--- src/hdl/ipf_pkg.sv ---
// Package with shared types, constants and tables for the pitch fusion tip guard.
package ipf_pkg;

   localparam int CordicSteps = 16;
   localparam int StepBits = $clog2(CordicSteps + 1);

   localparam logic signed [23:0] PiQ20 = 24'sd3294199;
   localparam logic [22:0] RateK = 23'd4685083;

   // Register indexes.
   localparam logic [2:0] RegAlpha = 3'd0;
   localparam logic [2:0] RegStep = 3'd1;
   localparam logic [2:0] RegTip = 3'd2;
   localparam logic [2:0] RegRecover = 3'd3;
   localparam logic [2:0] RegScale = 3'd4;

   typedef struct packed {
      logic signed [15:0] accel_y;
      logic signed [15:0] accel_z;
      logic signed [15:0] gyro_x;
      logic signed [31:0] count_left;
      logic signed [31:0] count_right;
   } req_word_type;

   typedef struct packed {
      logic signed [23:0] pitch_angle;
      logic signed [19:0] pitch_speed;
      logic signed [23:0] speed_left;
      logic signed [23:0] speed_right;
      logic is_tipped;
      logic clear_encoders;
   } rsp_word_type;

   typedef struct packed {
      logic [15:0] filter_alpha;
      logic [15:0] step_time;
      logic [21:0] tip_limit;
      logic [21:0] recover_limit;
      logic [15:0] speed_scale;
   } cfg_type;

   typedef enum logic [3:0] {
      ST_IDLE, ST_PREP, ST_ITER, ST_RATE, ST_PRED, ST_MIXA, ST_MIXB,
      ST_SPEED, ST_GUARD, ST_OUT
   } state_type;

   // Commands from the controller to the datapath.
   typedef struct packed {
      logic load;
      logic prep;
      logic iter;
      logic rate;
      logic pred;
      logic mixa;
      logic mixb;
      logic speed;
      logic guard;
   } cmd_type;

   function automatic logic signed [23:0] atan_entry(input logic [StepBits-1:0] i);
      logic signed [23:0] v;
      unique case (i)
         0: v = 24'sd823550;
         1: v = 24'sd486170;
         2: v = 24'sd256879;
         3: v = 24'sd130396;
         4: v = 24'sd65451;
         5: v = 24'sd32757;
         6: v = 24'sd16383;
         7: v = 24'sd8192;
         8: v = 24'sd4096;
         9: v = 24'sd2048;
         10: v = 24'sd1024;
         11: v = 24'sd512;
         12: v = 24'sd256;
         13: v = 24'sd128;
         14: v = 24'sd64;
         15: v = 24'sd32;
         16: v = 24'sd16;
         17: v = 24'sd8;
         18: v = 24'sd4;
         19: v = 24'sd2;
         20: v = 24'sd1;
         21: v = 24'sd1;
         default: v = 24'sd0;
      endcase
      return v;
   endfunction

   function automatic logic signed [23:0] sat24(input logic signed [63:0] v);
      logic signed [23:0] r;
      if (v > 64'sd8388607) begin
         r = 24'sh7FFFFF;
      end else if (v < -64'sd8388608) begin
         r = 24'sh800000;
      end else begin
         r = v[23:0];
      end
      return r;
   endfunction

endpackage

--- src/hdl/ipf_ctrl.sv ---
// Controller state machine that sequences one word through the datapath.
module ipf_ctrl import ipf_pkg::*; (
   input logic clock,
   input logic reset,
   input logic req_valid,
   output logic req_ready,
   output logic rsp_valid,
   input logic rsp_ready,
   output cmd_type cmd
);

   state_type state_ff, state_in;
   logic [StepBits-1:0] step_ff, step_in;

   // Next state.
   always_comb begin
      state_in = state_ff;
      step_in = step_ff;
      unique case (state_ff)
         ST_IDLE: if (req_valid) state_in = ST_PREP;
         ST_PREP: begin
            state_in = ST_ITER;
            step_in = '0;
         end
         ST_ITER: begin
            step_in = step_ff + 1'b1;
            if (step_ff == StepBits'(CordicSteps - 1)) state_in = ST_RATE;
         end
         ST_RATE: state_in = ST_PRED;
         ST_PRED: state_in = ST_MIXA;
         ST_MIXA: state_in = ST_MIXB;
         ST_MIXB: state_in = ST_SPEED;
         ST_SPEED: state_in = ST_GUARD;
         ST_GUARD: state_in = ST_OUT;
         ST_OUT: if (rsp_ready) state_in = ST_IDLE;
         default: state_in = ST_IDLE;
      endcase
   end

   // Outputs.
   always_comb begin
      cmd = '0;
      req_ready = (state_ff == ST_IDLE);
      rsp_valid = (state_ff == ST_OUT);
      cmd.load = (state_ff == ST_IDLE) && req_valid;
      cmd.prep = (state_ff == ST_PREP);
      cmd.iter = (state_ff == ST_ITER);
      cmd.rate = (state_ff == ST_RATE);
      cmd.pred = (state_ff == ST_PRED);
      cmd.mixa = (state_ff == ST_MIXA);
      cmd.mixb = (state_ff == ST_MIXB);
      cmd.speed = (state_ff == ST_SPEED);
      cmd.guard = (state_ff == ST_GUARD);
   end

   always_ff @(posedge clock) begin
      if (reset) begin
         state_ff <= ST_IDLE;
         step_ff <= '0;
      end else begin
         state_ff <= state_in;
         step_ff <= step_in;
      end
   end

   // The datapath keeps its own iteration index, cleared on cmd.prep; step_ff is not passed.
endmodule

--- config.mk ---
export PLATFORM = sky130hd
export DESIGN_NAME = ipf_ctrl
export DESIGN_NICKNAME = d
export VERILOG_FILES = /design/src/hdl/ipf_pkg.sv /design/src/hdl/ipf_ctrl.sv
export SDC_FILE = /design/constraint.sdc
export NUM_CORES = 1
export LEC_CHECK = 0
export ABC_CLOCK_PERIOD_IN_PS = 2200
export BUFFER_PORTS_ARGS = -buffer_cell sky130_fd_sc_hd__buf_2
export CAP_MARGIN = 20
export CORE_AREA = 2 2 39 41
export DETAILED_ROUTE_END_ITERATION = 10
export DIE_AREA = 0 0 41 43
export PLACE_DENSITY = 0.69
export SYNTH_ARGS = -nofsm -noshare
export SYNTH_HDL_FRONTEND = slang
export SYNTH_SLANG_ARGS = --single-unit
export TNS_END_PERCENT = 100
--- constraint.sdc ---
create_clock -name clock -period 2.2 [get_ports clock]
set_clock_uncertainty 0.1 [all_clocks]
set_input_delay 0.11 -clock clock [delete_from_list [all_inputs] [get_ports clock]]
set_output_delay 0.11 -clock clock [all_outputs]
set_load 0.02 [all_outputs]
==> out/results.ini <==
[final_layout]
syn2layout_area_growth_pct = 17.85
drive_above_1_share_pct = 22.34
fillers = 145
finalNetCount = 101
final_core_util_pct = 49.55
diodes = 0
finalNonFillerCells = 110
multiInputGateArea_um2 = 366.6
seq_area_um2 = 180.2

[clocking]
postCtsSetupBuffers = 0
cts.clk_slew.worst_paths_ns = 0.07
cts_root_buffer = clkbuf_4
numCtsBuffers = 3
cts_hold_buf = 0
cts_buffer_depth = 2
h-tree-depth = 1
cts_tree = built
cts_resized = 0
cts.sinks = 9
worstSkewPairLatency_ns = 0.27

[status]
status = complete, no violations

[logic_synthesis]
synthCells = 81
synthTopCellsByCount = nor2_1, dfxtp_1, nand2_1
yosysWarnings = 0
synthTopCellsByArea = dfxtp_1, nor2_1, nand2_1
synth_flop_cell = dfxtp_1
synth_cell_type_count = 34
synth_area_leader_cell = dfxtp_1
synth_nets = 87
synth_edf_count = 0
synth_area_um2 = 581.8
seq_area_frac_synth_pct = 30.97
synthDominantCellAreaShare_pct = 30.97
syn_avg_cell_area_um2 = 7.183
ys_ff_latch = 9
synth.most_common_cell = nor2_1
async_reset_ff_share_pct = 0

[global_routing]
track_usage_pct = 19.05
antenna_found_initial = 0
overflow = 0
grt_pass1_vias = 509
grt_max_degree = 23
use_met3_pct = 4.712
met2_usage_pct = 26.25
grt_pass1_wl_mm = 2.221
grt_use_met1_pct = 24.43
busiest_layer = met2

[setup_path]
worstSetupPathType = flip-flop to output port
cp.arrival_ns = 1.43
cp.required_ns = 1.99
crit_fanout = 12
cpPeakStageDelay_ns = 0.54
crit_path_end_kind = output port
cp_top_family = flip-flops
path_cells = nor2b_1 > nand2_1 > nor2_1 > buf_2
critPathLaunchType = flip-flop
critPathBufInv = 1
slowest_stage = dfxtp_1

[drt]
antenna_left = 0
drt-wirelength-per-cell_um = 12.00
first_iter_violations = 12
drt_pass1_iterations = 4
drc = 0
viasPerCell = 5.536
routed_wl_mm = 1.320
via_count = 609

[sta]
worst_hold_slack_ns = 0.02595
finalHoldViolCount = 0
layout_setup_ws_ns = 0.5575
final_max_slew_viol_count = 0
fin_setup_tns_ns = 0
finalSetupViolations = 0
period_minus_slack_ns = 1.642
worstMarginPinSlew_ns = 0.4394
fmax_ghz = 0.6088
rsz0062_at_grt = no
slew_headroom_pct = 70.40
min_period_over_period_pct = 74.66

[floorplan]
rows = 14
chipWidth_um = 41
io_pins = 15
core-area_um2 = 1384
die_h_um = 43
initial_core_util_pct = 42.04
die-area_um2 = 1763

[job]
max_cap_viol_count = 0

[power_and_ir_drop]
leakagePower_nw = 0.2946
ir_drop_v = 0.0003354
powerDensity_nw_per_um2 = 719.0

[place]
gp_congestion = 0.7704
dp_hpwl_um = 932.8
port-buffer-count = 14
pre_cts_ws_ns = 0.5931
dpl.cell_count = 106

[min_path]
hold_class = input pin to flip-flop

## state kept, by name, summed over array words and instances (netlist names)
| signal | count |
|---|---|
| state_ff | 4 |
| step_ff | 5 |
## cells by family after synthesis
kind of cell    Yosys count  synth area share, %
buf+inv                   9                6.019
mux                       1                1.720
flops                     9                30.97
xor+xnor                  2                3.011
compound gates           18                20.65
fa+ha+maj                 2                4.300
simple gates             40                33.34
## worst register-to-register path, stage by stage, from the launching register on
cell and delay [ns]:
dfxtp_1 0.55, or4b_1 0.47, or3_1 0.31, a21oi_1 0.14
## power breakdown
| group | internal (mW) | switching, mW | total (mW) |
|---|---|---|---|
| registers | 0.174 | 0.0196 | 0.194 |
| logic | 0.0630 | 0.102 | 0.165 |
| clock network | 0.0702 | 0.0634 | 0.134 |
| total | 0.308 | 0.185 | 0.493 |
## routing by layer
| layer | share of wire (%) | vias to the layer above |
|---|---|---|
| met4 | 3.6 | 0 |
| met5 | 0 | - |
| met2 | 45 | 15 |
| met1 | 47 | 276 |
| li1 | - | 313 |
| met3 | 4.2 | 5 |
## area by class of cell
class / instances / share of cell area [%]
flip-flops and latches: 9 / 26.28
well taps: 16 / 2.920
inverters: 2 / 1.095
repair buffers: 16 / 12.41
multi-input cells: 63 / 53.47
clock buffers: 4 / 3.832
## layout by cell type, fill, tap and decap left out, drive strengths merged, types with 2 or more instances in the layout
| master | synthesis | routed |
|---|---|---|
| buf | 3 | 16 |
| nor2 | 15 | 15 |
| dfxtp | 9 | 9 |
| nand2 | 8 | 8 |
| nor3 | 5 | 5 |
| o21ai | 4 | 4 |
| clkbuf | 4 | 4 |
| a21oi | 3 | 3 |
| a22oi | 3 | 3 |
| and3 | 2 | 2 |
| o211ai | 2 | 2 |
| ha | 2 | 2 |
| inv | 2 | 2 |
## path summary, 6_finish.rpt
check / start / to / slack (ns) / cells after the start
worst max-delay path: state_ff[1] / cmd[1] / 0.56 / 4
worst min-delay path: reset / step_ff[3] / 0.03 / 2
worst max register to register: state_ff[3] / state_ff[0] / 0.57 / 3
worst min register to register: step_ff[3] / step_ff[3] / 0.43 / 2
## stage by stage
| step | cell area, um^2 | power [mW] |
|---|---|---|
| 2_1_floorplan | 581.8 | 0.3191 |
| 6_report | 685.7 | 0.4930 |
| 3_5_place_dp | 659.4 | 0.3637 |
| 5_1_grt | 685.7 | 0.5236 |
| 4_1_cts | 685.7 | 0.4971 |
| 3_3_place_gp | 659.4 | 0.3609 |
(Power assumes the default switching activity.)
